===== src/rtl/ppc_pkg.sv =====
// Package for the pixel predictor codec.
// Holds mode codes, the request item type and the median clamp function.
// No dependencies.
`default_nettype none

package ppc_pkg;

    localparam int SAMPLE_W = 16;
    localparam int MODE_W   = 2;

    localparam logic [MODE_W-1:0] MODE_HDIFF = 2'd0;
    localparam logic [MODE_W-1:0] MODE_HACC  = 2'd1;
    localparam logic [MODE_W-1:0] MODE_MED   = 2'd2;
    localparam logic [MODE_W-1:0] MODE_PASS  = 2'd3;

    typedef logic [SAMPLE_W-1:0] sample_t;

    typedef struct packed {
        sample_t sample;
        sample_t above;
        logic    first_in_row;
    } ppc_item_t;

    // left + above - above_left, clamped to [min(left, above), max(left, above)]
    function automatic sample_t med_guess(input sample_t a, input sample_t b,
                                          input sample_t c);
        sample_t g;
        sample_t lo;
        sample_t hi;
        g  = a + b - c;
        lo = (a < b) ? a : b;
        hi = (a > b) ? a : b;
        if (g < lo)
        begin
            med_guess = lo;
        end
        else if (g > hi)
        begin
            med_guess = hi;
        end
        else
        begin
            med_guess = g;
        end
    endfunction

endpackage

`default_nettype wire


===== src/rtl/pixel_predictor_codec.sv =====
// Pixel predictor codec: horizontal diff/accumulate, median predictor and pass-through.
// Path: input reg, then result reg. Left/above-left feedback is one add per cycle.
// Throughput: one request per cycle unless out_ready stalls the output.
// Reset: rst_n async low clears mode, left and above-left state and both valid flags.
// Depends on ppc_pkg and ppc_predict.
`default_nettype none

module pixel_predictor_codec
    import ppc_pkg::*;
(
    input  wire logic                clk,
    input  wire logic                rst_n,
    input  wire logic                cfg_wr_en,
    input  wire logic [MODE_W-1:0]   cfg_wr_data,
    input  wire logic                in_valid,
    output logic                     in_ready,
    input  wire logic [SAMPLE_W-1:0] sample,
    input  wire logic [SAMPLE_W-1:0] above,
    input  wire logic                first_in_row,
    output logic                     out_valid,
    input  wire logic                out_ready,
    output logic [SAMPLE_W-1:0]      value
);

    logic [MODE_W-1:0] mode_reg;
    logic              s1_valid_reg;
    ppc_item_t         s1_item_reg;
    logic              out_valid_reg;
    sample_t           value_reg;
    sample_t           left_value_reg;
    sample_t           above_left_reg;

    sample_t           value_next;
    sample_t           left_next;
    logic              s1_advance;
    logic              in_accept;

    assign s1_advance = s1_valid_reg && (!out_valid_reg || out_ready);
    assign in_ready   = !s1_valid_reg || s1_advance;
    assign in_accept  = in_valid && in_ready;
    assign out_valid  = out_valid_reg;
    assign value      = value_reg;

    ppc_predict u_predict
    (
        .mode       (mode_reg),
        .item       (s1_item_reg),
        .left_value (left_value_reg),
        .above_left (above_left_reg),
        .value      (value_next),
        .left_next  (left_next)
    );

    always_ff @(posedge clk or negedge rst_n)
    begin
        if (!rst_n)
        begin
            mode_reg       <= MODE_HDIFF;
            s1_valid_reg   <= 1'b0;
            out_valid_reg  <= 1'b0;
            left_value_reg <= '0;
            above_left_reg <= '0;
        end
        else
        begin
            if (cfg_wr_en)
            begin
                mode_reg <= cfg_wr_data;
            end
            if (in_ready)
            begin
                s1_valid_reg <= in_valid;
            end
            if (s1_advance)
            begin
                out_valid_reg  <= 1'b1;
                left_value_reg <= left_next;
                above_left_reg <= s1_item_reg.above;
            end
            else if (out_ready)
            begin
                out_valid_reg <= 1'b0;
            end
        end
    end

    always_ff @(posedge clk)
    begin
        if (in_accept)
        begin
            s1_item_reg.sample       <= sample;
            s1_item_reg.above        <= above;
            s1_item_reg.first_in_row <= first_in_row;
        end
        if (s1_advance)
        begin
            value_reg <= value_next;
        end
    end

    a_ready_when_empty: assert property (@(posedge clk) disable iff (!rst_n)
        !s1_valid_reg |-> in_ready)
        else $error("input stage empty but not ready");

    a_accept_fills: assert property (@(posedge clk) disable iff (!rst_n)
        in_accept |=> s1_valid_reg)
        else $error("accepted request lost from input stage");

    a_above_left: assert property (@(posedge clk) disable iff (!rst_n)
        s1_advance |=> above_left_reg == $past(s1_item_reg.above))
        else $error("above_left not updated from advanced request");

    a_hdiff_left: assert property (@(posedge clk) disable iff (!rst_n)
        (s1_advance && mode_reg == MODE_HDIFF) |=>
            left_value_reg == $past(s1_item_reg.sample))
        else $error("left value not raw sample in horizontal difference");

endmodule

`default_nettype wire


===== src/rtl/ppc_predict.sv =====
// Prediction datapath: result value and next left value for one request.
// Depends on ppc_pkg.
`default_nettype none

module ppc_predict
    import ppc_pkg::*;
(
    input  wire logic [MODE_W-1:0] mode,
    input  wire ppc_item_t         item,
    input  wire sample_t           left_value,
    input  wire sample_t           above_left,
    output sample_t                value,
    output sample_t                left_next
);

    sample_t guess;

    assign guess = med_guess(left_value, item.above, above_left);

    always_comb
    begin
        unique case (mode)
            MODE_HDIFF:
            begin
                value     = item.first_in_row ? item.sample : item.sample - left_value;
                left_next = item.sample;
            end
            MODE_HACC:
            begin
                value     = item.first_in_row ? item.sample : item.sample + left_value;
                left_next = value;
            end
            MODE_MED:
            begin
                value     = item.first_in_row ? item.sample - item.above
                                              : item.sample - guess;
                left_next = item.sample;
            end
            MODE_PASS:
            begin
                value     = item.sample;
                left_next = item.sample;
            end
        endcase
    end

endmodule

`default_nettype wire


===== config.mk =====
export PLATFORM = sky130hd
export DESIGN_NAME = pixel_predictor_codec
export DESIGN_NICKNAME = d
export VERILOG_FILES = /design/src/rtl/ppc_pkg.sv /design/src/rtl/pixel_predictor_codec.sv /design/src/rtl/ppc_predict.sv
export SDC_FILE = /design/constraint.sdc
export NUM_CORES = 1
export LEC_CHECK = 0
export BUFFER_PORTS_ARGS = -buffer_cell sky130_fd_sc_hd__buf_2
export CAP_MARGIN = 20
export CELL_PAD_IN_SITES_DETAIL_PLACEMENT = 2
export CELL_PAD_IN_SITES_GLOBAL_PLACEMENT = 2
export CORE_ASPECT_RATIO = 0.5
export CORE_MARGIN = 2
export CORE_UTILIZATION = 38
export CTS_CLUSTER_SIZE = 24
export DETAILED_ROUTE_END_ITERATION = 7
export PLACE_DENSITY = 0.86
export RECOVER_POWER = 100
export SLEW_MARGIN = 5
export SYNTH_ARGS = -nofsm -noshare
export SYNTH_HDL_FRONTEND = slang
export SYNTH_SLANG_ARGS = --single-unit

===== constraint.sdc =====
create_clock -name clk -period 7.9 [get_ports clk]
set_clock_uncertainty 0.1 [all_clocks]
set_input_delay 1.58 -clock clk [delete_from_list [all_inputs] [get_ports clk]]
set_output_delay 1.58 -clock clk [all_outputs]
set_load 0.05 [all_outputs]

After elaboration in Yosys (flattened, before gate mapping) --
Cells that the tools add are included.
Word-level totals: register bits 85, input bits 40
Cells by class: reduce and logical (&&, ||, !) cells 9, $add $sub $neg 6, eq/ne operators 3, order comparisons 4, muxes and demuxes 11
Operators by type and width (number):
- $mux 16 | 7
- $pmux 16 s4 | 1
- $sub 16x16->16 | 4
- $add 16x16->16 | 2
- $gt 16x16->1 | 2
- $lt 16x16->1 | 2
- $pmux 16 s2 | 1
- $eq 2x2->1 const B | 2
- $reduce_or 3->1 | 1
- $eq 2x1->1 const B | 1
- $logic_and 1x1->1 | 2
- $logic_not 1->1 | 2
- $logic_not 2->1 | 1
- $logic_or 1x1->1 | 2
- $mux 1 | 2
- $reduce_bool 2->1 | 1

Logic depth before layout (Yosys ltp) --
Gate-level depths: netlist (run 1).
depth after elaboration 8, gate-level depth with buffers 39, gate-level depth less buffers 37

Cells and area by module --
A second synthesis (run 1) with hierarchy kept.
Second synthesis, totals: cell total of the unflattened synthesis 961, area, all modules 8802.2 um^2
By module, submodules not included:
- ppc_predict | times used 1, cells each 832, area an instance 5849.4 um^2
- pixel_predictor_codec | times used 1, cells each 129, area an instance 2952.8 um^2

Worst setup path after synthesis (run 1) --
Ideal clock, no wire load.
path type reg-to-reg, start register left_value_reg[2], end register value_reg[14] (netlist: value[14]), data pin, arrival time 6.767 ns, period minus slack after synthesis 7.125 ns, setup slack 0.775 ns, stages on the path, launching flop included 35, path buffers 0, data required time 7.542 ns, setup time 0.258 ns, cells stage by stage dfrtp_1 -> inv_1 -> fa_1 -> inv_1 -> ha_1 -> nor2b_1 -> o21ai_0 -> nand2b_1 -> a21o_1 -> a31o_2 -> a211o_1 -> a21oi_1 -> xnor2_1 -> ha_1 -> nand4_1 -> or2_2 -> nor4_1 -> inv_1 -> a22oi_1 -> nor2_1 -> a21oi_1 -> a21oi_1 -> o21ai_0 -> ha_1 -> inv_1 -> fa_1 -> a21o_1 -> a21oi_1 -> nor2b_1 -> nor4_1 -> o31ai_1 -> o41ai_1 -> o21ai_0 -> xor2_1 -> o221a_2
Between the ends: cells in the longest elaborated chain, start to end 8
RTL lines:
- start: declaration | line pixel_predictor_codec.sv:30 | sample_t left_value_reg;
- start signal: assignment | line pixel_predictor_codec.sv:77 | left_value_reg <= left_next;
- $add 16x16->16 / $gt 16x16->1 (equally long branches) | line ppc_pkg.sv:30, ppc_pkg.sv:32
- $sub 16x16->16 / $mux 16 (equally long branches) | line ppc_pkg.sv:30, ppc_pkg.sv:32
- $gt 16x16->1 | line ppc_pkg.sv:37 | else if (g > hi)
- $mux 16 | line ppc_pkg.sv:37
- $mux 16 | line ppc_pkg.sv:33 | if (g < lo)
- $sub 16x16->16 | line ppc_predict.sv:36 | : item.sample - guess;
- $mux 16 | line ppc_predict.sv:35 | value = item.first_in_row ? item.sample - item.above
- $pmux 16 s4 (*) | line ppc_predict.sv:22 | unique case (mode)
- net u_predict.value[14] | line ppc_predict.sv:12 | output sample_t value,
- end signal: assignment | line pixel_predictor_codec.sv:97 | value_reg <= value_next;
- end: declaration | line pixel_predictor_codec.sv:29 | sample_t value_reg;
Mark *: on every way through the listed nets, which the timed path passes. The rest lies on a longest branch. A chain may end at the register's enable or synchronous reset.

Worst setup path after layout (run 1) --
start register s1_item_reg[8] (netlist name), end register value_reg[15] (netlist: value[15]), data pin
Between the ends: cells in the longest elaborated chain, start to end 8
RTL lines:
- start: declaration | line pixel_predictor_codec.sv:27 | ppc_item_t s1_item_reg;
- $add 16x16->16 / $gt 16x16->1 (equally long branches) | line ppc_pkg.sv:30, ppc_pkg.sv:32
- $sub 16x16->16 / $mux 16 (equally long branches) | line ppc_pkg.sv:30, ppc_pkg.sv:32
- $gt 16x16->1 | line ppc_pkg.sv:37
- $mux 16 | line ppc_pkg.sv:37
- $mux 16 | line ppc_pkg.sv:33
- $sub 16x16->16 | line ppc_predict.sv:36
- $mux 16 (*) | line ppc_predict.sv:35
- $pmux 16 s4 (*) | line ppc_predict.sv:22
- net u_predict.value[15] | line ppc_predict.sv:12
Marked as above.

==> key figures, run 1 <==
Outcome
  • Failing checks: max-capacitance violations, max-slew violations, negative setup slack
  • Status: finished with violations

Timing
  • Fmax: 0.1203 GHz
  • Relative max-transition margin: -100.1%
  • Final Hold Fails: 0
  • Final period util: 105.2%
  • Final Max Slew Viols: 108
  • Fin Hold WS: 0.4029 ns
  • Final min period: 8.311 ns
  • Worst-Margin Slew: 3.001 ns
  • Final setup fails: 6
  • Final setup margin: -0.4110 ns

Clock tree
  • CTS tree: done
  • TritonCTS Sinks: 85
  • CTS max path bufs: 2
  • Total CTS buffers: 9
  • Root Buffer: clkbuf_16
  • Clock latency on the worst-skew pair: 0.40 ns
  • Clock transition at path regs: 0.08 ns
  • CTS H-tree depth: 3

Synthesis
  • Flops & latches, synth: 85
  • Register area share after synthesis: 27.66%
  • Top FF cell, synth: edfxtp_1
  • Syn Std Cell Area: 0.008576 mm^2
  • Cells after synthesis: 1011
  • Asr flop ratio synth: 42.35%
  • EDFF count, synth: 49
  • Syn avg cell area: 8.482 um^2
  • Synth Warn #: 0
  • Mapped Nets: 1178
  • Netlist cell types: 67

Placed design
  • RePlAce Congestion: 0.8882
  • Dpl hpwl: 25.87 mm
  • Place WS: -0.2970 ns
  • DP Cell Count: 1344
  • Port Buffer Count: 57

Worst hold path
  • Hold path start: s1_valid_reg
  • Hold EP: out_valid
  • Hold path depth: 1
  • Worst min path class: register to register

Global route
  • Largest net degree at the start of global routing: 58
  • Vias in the first global route: 8924
  • GRT Total Usage: 30.35%
  • First-pass GRT wire length: 53.54 mm
  • GRT overflow: 0
  • Initial antenna violation count: 3

Routing
  • Routed vias/inst: 6.409
  • 1st-pass router iterations: 5
  • Vias: 8864
  • DR WL/cell: 30.41 um
  • Antenna viol nets, final: 0
  • Wirelength, routed: 42.06 mm
  • Residual DRC: 0
  • Initial DRC count: 786

Setup path
  • Critical path arrival: 8.37 ns
  • Slowest stage delay, CP: 0.63 ns
  • CP Launch Type: register
  • R2R Path End: value[15]
  • Slowest CP cell: or4_1
  • Worst Path Required: 7.96 ns
  • CP Max Fanout: 12
  • Reg2reg start: s1_item_reg[8]
  • FF-to-FF path depth: 30
  • Reg2reg setup slack: -0.41 ns
  • WS Path Type: register to register
  • CP Capture Type: register

Cells and area
  • Synthesis-to-finish area growth: 14.81%
  • Multi-input logic area: 0.005932 mm^2
  • Total Nets Final: 1243
  • Sequential cell area: 0.002372 mm^2
  • Fin cells: 1383
  • FILL cells: 2349
  • Ratio of cells with drive above 1 in the final layout: 13.14%
  • Max reg flops: 33

Die
  • Starting density of the core: 39.13%
  • Row cnt: 38
  • Die height: 110.2 um
  • Die Wd: 216.5 um
  • I/O Pins: 58
  • Die area: 0.02386 mm^2
  • Core box area: 0.02192 mm^2

Flow run
  • Max_cap viols: 3
## per-stage QoR
step	setup TNS (ns)	util, %	cell area, um^2
final	-1.440	44.92	9846
after detailed placement	-0.5491	42.08	9223
after CTS	0	43.91	9624
after global placement	0	42.08	9223
after global routing	-2.326	44.90	9841
after floorplan	0	-	8576
## repair_timing
item / 4_1_cts / 5_1_grt
endpoints found under the setup margin: 5 / 7
pin swaps: 6 / 18
cloned: 1 / 0
endpoints found under the hold margin: 0 / 0
resized for setup: 20 / 27
hold buffers: 0 / 0
buffers inserted: 2 / 17
## critical path, delay by kind of cell (launching register included)
family / cells / cell delay [ns]
simple gates: 5 / 1.11
fa+ha+maj: 3 / 1.06
mux: 2 / 0.53
compound gates: 15 / 3.76
flops: 1 / 0.47
xor+xnor: 2 / 0.31
buf+inv: 3 / 0.74
## routing by layer
layer / wire (um) / GRT usage [%] / vias to the layer above / part of all wire (%)
met3: 4168 / 7.791 / 183 / 9.9
met4: 2065 / 11.20 / 2 / 4.9
met2: 18760 / 48.56 / 555 / 45
met5: 13 / 0 / - / 0.031
met1: 17050 / 39.98 / 4413 / 41
li1: - / - / 3711 / -
## cell families (layout without fill, tap and decap cells)
family | Yosys count | after routing | share of synthesized area (%)
buffers and inverters | 129 | 198 | 5.807
XOR/XNOR | 58 | 58 | 5.924
adder cells (fa/ha/maj) | 127 | 127 | 20.11
AND/OR/NAND/NOR | 272 | 273 | 14.34
other | 0 | 2 | 0
AO/OA/AOI/OAI | 302 | 302 | 21.64
flip-flops | 85 | 85 | 27.66
multiplexers | 38 | 38 | 4.523
## synth_stat cells, types with 5 or more instances
library cell  instances  area (um^2)
edfxtp_1             49         1471
inv_1                85        319.1
nand3_1              11        55.05
fa_1                 18        360.4
o21bai_1             10        75.07
nand2b_1             17        106.4
xor2_1               20        175.2
buf_2                 5        25.02
mux2i_1              32        320.3
a21oi_1              98        490.5
o21a_1               10        75.07
o21ai_0              87        435.4
nor2_1               84        315.3
nor3_1               20        100.1
a211oi_1             11        82.58
xnor2_1              38        332.8
o211ai_1             16        120.1
clkbuf_1             33        123.9
dfrtp_1              36        900.9
a21o_1               18        135.1
nand4_1               9        56.30
nand2_1              94        352.8
or2_2                 5        31.28
ha_1                109         1364
o31ai_1               6        45.04
mux2_2                6        67.56
nor2b_1              11        68.82
## worst max-delay path by stage
| stage | from | endpoint | depth (start not counted) |
|---|---|---|---|
| 2_1_floorplan | left_value_reg[2] | value[14] | 34 |
| 3_3_place_gp | s1_item_reg[3] | value[14] | 35 |
| 3_5_place_dp | s1_item_reg[3] | value[14] | 35 |
| 4_1_cts | s1_item_reg[4] | value[12] | 35 |
| 5_1_grt | left_value_reg[0] | value[15] | 35 |
| 6_report | s1_item_reg[8] | value[15] | 30 |
## cells in the final DEF, fill, tap and decap left out, types with 33 or more instances in the layout
| cell type | count |
|---|---|
| ha_1 | 104 |
| nand2_1 | 94 |
| a21oi_1 | 93 |
| nor2_1 | 84 |
| inv_1 | 83 |
| o21ai_0 | 80 |
| edfxtp_1 | 49 |
| dfrtp_1 | 36 |
| buf_4 | 36 |
| buf_2 | 34 |
| xnor2_1 | 33 |
## layout make-up
cell class,instances,area share [%]
Sequential cell,85,24.09
Timing Repair Buffer,96,5.541
Tap cell,300,3.812
Clock buffer,10,2.326
Inverter,86,3.279
Clock inverter,6,0.6481
Antenna cell,2,0.05083
Multi-Input combinational cell,798,60.25
Power of run 1 is not shown: default switching activity piles up to over one toggle a cycle in this logic, so the estimate is an artifact.
==> run 2: changes to the inputs <==
Settings changed: PLACE_DENSITY 0.86 to unset, PLACE_DENSITY_LB_ADDON set to 0.1.
==> run 2 against run 1 <==
The flow finishes with violations (max-capacitance violations, max-slew violations). Critical path depth is 2 higher. Register-to-register slack gained 0.79 ns. Maximum frequency is 10% higher. Clock-buffer cell count unchanged. Via count shrank 12%. First-iteration DRC count is 36% lower. Final cell count fell by 0.65%. Global-route usage is 2.6 points lower. Largest cell class unchanged.
==> key figures, run 2 (synthesis gave the netlist of run 1 again) <==
Outcome
  • Status: finished with violations
  • Failing checks: max-capacitance violations, max-slew violations

Cells and area
  • Max reg flops: 33 (unchanged)
  • Total Nets Final: 1236 (-0.56%)
  • Sequential cell area: 0.002375 mm^2 (+0.11%)
  • Synthesis-to-finish area growth: 14.04%
  • Antenna cells: 0 (-2)
  • Ratio of cells with drive above 1 in the final layout: 13.69% (+0.55 points)
  • FILL cells: 2421 (+3.1%)
  • Commonest cells after routing, fill and taps aside: ha_1, nand2_1, a21oi_1
  • Leading cell type in the layout, fill and taps excluded: ha_1
  • Post-route cell area: 0.009779 mm^2 (-0.67%)
  • Multi-input logic area: 0.005903 mm^2 (-0.49%)

Die
  • Die height: 110.2 um (unchanged)
  • Starting density of the core: 39.13% (unchanged)
  • Row cnt: 38 (unchanged)
  • Core box area: 0.02192 mm^2 (unchanged)
  • Die area: 0.02386 mm^2 (unchanged)
  • Die Wd: 216.5 um (unchanged)
  • I/O Pins: 58 (unchanged)

Global route
  • Initial antenna violation count: 0 (-3)
  • Largest net degree at the start of global routing: 58 (unchanged)
  • GRT overflow: 0 (unchanged)
  • GRT Total Usage: 27.76% (-2.6 points)
  • Vias in the first global route: 8074 (-9.5%)
  • First-pass GRT wire length: 48.86 mm (-8.8%)

Routing
  • Wirelength, routed: 32.05 mm (-24%)
  • Residual DRC: 0 (unchanged)
  • Vias: 7805 (-12%)
  • 1st-pass router iterations: 5 (unchanged)
  • DR WL/cell: 23.32 um (-23%)
  • Antenna viol nets, final: 0 (unchanged)
  • Routed vias/inst: 5.680 (-11%)
  • Initial DRC count: 506 (-36%)

Timing
  • Final setup fails: 0 (-6)
  • Worst-Margin Slew: 2.765 ns (-0.2361 ns)
  • Setup TNS: 0 ns (+1.440 ns)
  • Final Max Slew Viols: 129 (+19%)
  • Final min period: 7.525 ns (-0.7862 ns)
  • Relative max-transition margin: -84.34% (+16 points)
  • Final Hold Fails: 0 (unchanged)
  • Final period util: 95.25% (-10 points)
  • Fmax: 0.1329 GHz (+10%)

Setup path
  • Reg2reg setup slack: 0.38 ns (+0.79 ns)
  • Worst Path Required: 7.95 ns (about the same)
  • R2R Path End: value[14]
  • Reg2reg start: s1_item_reg[2]
  • Slowest stage delay, CP: 0.62 ns (about the same)
  • CP Launch Type: register
  • CP Capture Type: register
  • WS Path Type: register to register
  • Critical path arrival: 7.57 ns (-0.80 ns)
  • Most common cell on crit path: a21o_1
  • Slowest CP cell: fa_1
  • FF-to-FF path depth: 32 (+6.7%)
  • CP Max Fanout: 4 (-8)

Worst hold path
  • Hold path start: above_left_reg[1]
  • Worst min path class: register to register
  • Hold EP: above_left_reg[1]
  • Hold path depth: 2 (+1)

Clock tree
  • Clock transition at path regs: 0.08 ns (about the same)
  • CTS tree: done
  • TritonCTS Sinks: 85 (unchanged)
  • Total CTS buffers: 9 (unchanged)
  • Root Buffer: clkbuf_16
  • CTS max path bufs: 2 (unchanged)
  • CTS H-tree depth: 3 (unchanged)
  • Clock latency on the worst-skew pair: 0.39 ns (about the same)
  • Hold-fix buffers, CTS: 0 (unchanged)

Placed design
  • RePlAce Congestion: 0.9014 (+1.5%)
  • Placed cell area: 0.009253 mm^2 (+0.33%)
  • Port Buffer Count: 57 (unchanged)
  • Dpl hpwl: 24.81 mm (-4.1%)

Flow run
  • Max_cap viols: 3 (unchanged)
==> run 2: cell types whose count changed in the layout (fill, tap and decap cells not counted), moves of 3 or more <==
cell / change
inv_1: -9
buf_4: -7
inv_2: +9
mux2i_1: +3
==> run 2: what timing repair did <==
action	in CTS	in global routing
buffers inserted	0	9
setup endpoints to repair	3	6
pin swaps	0	11
resized for setup	4	48
==> run 2: through the flow <==
stage	setup WS [ns]	utilization [%]	hold WS (ns)	cells
2_1_floorplan	0.7755	-	0.3498	1011
3_3_place_gp	0.1797	42.21	0.3622	1348
3_5_place_dp	-0.2313	42.21	0.3795	1348
4_1_cts	0.01672	43.68	0.3951	1364
5_1_grt	-0.05303	44.62	0.4142	1374
6_report	0.3752	44.62	0.3896	1374
==> run 2: worst max path at each step <==
stage	depth (start not counted)	slack, ns	startpoint	end
4_1_cts	34	0.02	s1_item_reg[3]	value[15]
2_1_floorplan	34	0.78	left_value_reg[2]	value[14]
3_5_place_dp	35	-0.23	s1_item_reg[3]	value[14]
3_3_place_gp	35	0.18	s1_item_reg[3]	value[14]
5_1_grt	35	-0.05	s1_item_reg[2]	value[12]
6_report	32	0.38	s1_item_reg[2]	value[14]
==> run 2: worst max-delay path: cells and delay by family, from the launching register on <==
family	cells	cell delay (ns)
compound gates	13	2.29
fa+ha+maj	4	1.72
simple gates	8	1.60
flops	1	0.49
buf+inv	3	0.38
mux	2	0.38
xor+xnor	2	0.34
==> run 2: layout make-up <==
class | count | share of cell area [%]
clock buffer | 10 | 2.341
clock inverter | 6 | 0.7293
inverter | 86 | 3.301
multi-input combinational | 797 | 60.36
sequential | 85 | 24.28
tap | 300 | 3.838
timing repair buffer | 90 | 5.143
==> run 2: metal layers <==
| metal | wire length (um) | GRT usage (%) |
|---|---|---|
| met3 | 1943 | 6.365 |
| met4 | 180 | 3.865 |
| met2 | 12970 | 39.40 |
| met5 | 0 | 0 |
| met1 | 16950 | 42.96 |
Power of run 2 is left out for the same reason.
==> run 3: changes to the inputs <==
Settings changed: CORE_UTILIZATION 38 to 35.
==> run 3 against run 2 <==
The flow still finishes with violations (max-capacitance violations, max-slew violations). Clock-buffer cell count did not move. Register-to-register slack lost 0.08 ns. Worst hold slack better by 0.0095 ns. Flip-flop and latch count is the same. Sequential share of layout area decreased by 0.068 points. Core utilization down 3.8 points. Critical endpoint is now value[12].
==> key figures, run 3 (synthesis gave the netlist of run 1 again) <==
Die
  • Core box area: 0.02402 mm^2 (+9.6%)
  • Die Wd: 225.4 um (+4.1%)
  • Row cnt: 40 (+5.3%)
  • Die area: 0.02585 mm^2 (+8.3%)
  • Die height: 114.7 um (+4.0%)
  • Starting density of the core: 35.70% (-3.4 points)
  • I/O Pins: 58 (unchanged)

Placed design
  • Dpl hpwl: 24.87 mm (+0.22%)
  • Place WS: -0.2097 ns (+0.02159 ns)
  • Port Buffer Count: 57 (unchanged)
  • RePlAce Congestion: 0.8540 (-5.3%)
  • Placed cell area: 0.009314 mm^2 (+0.66%)
  • DP Cell Count: 1367 (+1.4%)

Power
  • Net Sw Frac: 53.20%
  • PwrDens: 522.1 mW/mm^2
  • Worst vdd ir: 0.0002506 V
  • Clock share of power: 9.1%
  • Leakage: 4.319 nW
  • Combinational share of power: 78.6%
  • Seq pwr share: 12.3%
  • Net Switching: 2.724 mW
  • Internal: 2.396 mW

Cells and area
  • Max reg flops: 33 (unchanged)
  • Post-route cell area: 0.009807 mm^2 (+0.28%)
  • Ratio of cells with drive above 1 in the final layout: 12.58% (-1.1 points)
  • Antenna cells: 0 (unchanged)
  • Leading cell type in the layout, fill and taps excluded: ha_1
  • Total Nets Final: 1243 (+0.57%)
  • Commonest cells after routing, fill and taps aside: ha_1, nand2_1, a21oi_1
  • Post-layout util: 40.82% (-3.8 points)
  • Synthesis-to-finish area growth: 14.36%
  • Fin cells: 1396 (+1.6%)
  • FILL cells: 2731 (+13%)

Setup path
  • Slowest CP cell: fa_1
  • Critical path arrival: 7.63 ns (+0.06 ns)
  • Critical Path Sink: value[12]
  • WS Path Type: register to register
  • Reg2reg start: left_value_reg[4]
  • CP Launch Type: register
  • Most common cell on crit path: a21o_1
  • Worst Path Required: 7.92 ns (-0.03 ns)
  • Reg2reg setup slack: 0.29 ns (-0.08 ns)
  • CP Max Fanout: 9 (+5)
  • FF-to-FF path depth: 35 (+9.4%)
  • R2R Path End: value[12]
  • Slowest stage delay, CP: 0.57 ns (-0.05 ns)
  • CP Capture Type: register
  • Critical Path Source: left_value_reg[4]

Timing
  • Fmax: 0.1314 GHz (-1.1%)
  • Worst-Margin Slew: 2.832 ns (+0.06737 ns)
  • Final period util: 96.30% (+1.0 points)
  • Final setup fails: 0 (unchanged)
  • Final Hold Fails: 0 (unchanged)
  • Final Max Slew Viols: 161 (+25%)
  • Final setup margin: 0.2924 ns (-0.08286 ns)
  • Relative max-transition margin: -88.83% (-4.5 points)
  • Final min period: 7.608 ns (+0.08286 ns)

Clock tree
  • CTS H-tree depth: 3 (unchanged)
  • Clock latency on the worst-skew pair: 0.39 ns (about the same)
  • TritonCTS Sinks: 85 (unchanged)
  • Total CTS buffers: 9 (unchanged)
  • Clock transition at path regs: 0.08 ns (about the same)
  • CTS max path bufs: 2 (unchanged)
  • CTS tree: done
  • Hold-fix buffers, CTS: 0 (unchanged)
  • Root Buffer: clkbuf_16

Routing
  • Antenna viol nets, final: 0 (unchanged)
  • 1st-pass router iterations: 5 (unchanged)
  • Initial DRC count: 424 (-16%)
  • Wirelength, routed: 31.96 mm (-0.28%)
  • Routed vias/inst: 5.558 (-2.2%)
  • DR WL/cell: 22.89 um (-1.9%)
  • Residual DRC: 0 (unchanged)
  • Vias: 7759 (-0.59%)

Global route
  • Initial antenna violation count: 0 (unchanged)
  • First-pass GRT wire length: 48.79 mm (-0.14%)
  • Largest net degree at the start of global routing: 59 (+1.7%)
  • Vias in the first global route: 8168 (+1.2%)
  • GRT Total Usage: 25.75% (-2.0 points)
  • GRT overflow: 0 (unchanged)

Outcome
  • Failing checks: max-capacitance violations, max-slew violations
  • Status: finished with violations

Worst hold path
  • Worst min path class: register to register

Flow run
  • Max_cap viols: 4 (+1)
==> run 3: worst min-delay path by stage <==
stage,from,endpoint,slack (ns),cells past startpoint
after floorplan,above_left_reg[1],above_left_reg[1],0.35,2
after global placement,above_left_reg[1],above_left_reg[1],0.36,2
after detailed placement,above_left_reg[1],above_left_reg[1],0.39,2
after CTS,above_left_reg[1],above_left_reg[1],0.41,2
after global routing,above_left_reg[14],above_left_reg[14],0.44,2
final,above_left_reg[1],above_left_reg[1],0.40,2
==> run 3: routing by layer <==
layer,track usage (%),part of all wire (%)
met3,5.722,4.1
met4,3.355,0.51
met2,35.72,39
met5,0,0
met1,40.70,56
==> run 3: metrics by stage <==
| step | power [mW] | hold WS [ns] | TNS [ns] |
|---|---|---|---|
| 6_report | 5.120 | 0.3991 | 0 |
| 5_1_grt | 5.563 | 0.4395 | -0.04966 |
| 4_1_cts | 4.908 | 0.4104 | 0 |
| 3_5_place_dp | 4.350 | 0.3945 | -0.2487 |
| 3_3_place_gp | 4.207 | 0.3647 | 0 |
| 2_1_floorplan | 3.243 | 0.3498 | 0 |
==> run 3: power groups by stage <==
stage                     logic [mW]  registers (mW)  clock network (mW)
after floorplan                 2.53           0.710                   0
after global placement          3.58           0.629                   0
after detailed placement        3.72           0.634                   0
after CTS                       3.80           0.627               0.483
after global routing            4.43           0.640               0.497
final                           4.02           0.629               0.467
==> run 3: timing repair <==
item,CTS,global route
endpoints found under the hold margin,0,0
setup endpoints to repair,3,7
setup buffers,0,13
pin swaps,0,11
gates resized for setup,4,31
==> run 3: worst max-delay path, delay by kind of cell (launching register included) <==
kind,cells,cell delay [ns]
XOR/XNOR,2,0.35
adder cells (fa/ha/maj),4,1.50
buffers and inverters,6,0.91
AND/OR/NAND/NOR,4,0.57
AO/OA/AOI/OAI,18,3.16
multiplexers,1,0.32
flip-flops,1,0.41
==> run 3: area by class of cell <==
class	count	area, um^2	area share [%]
timing repair buffer	97	556.8	5.677
inverter	86	322.8	3.292
clock inverter	6	71.32	0.7272
tap	315	394.1	4.019
sequential	85	2375	24.22
multi-input combinational	797	5858	59.73
clock buffer	10	229.0	2.335
Note: power is estimated with default switching activity, not from simulation.
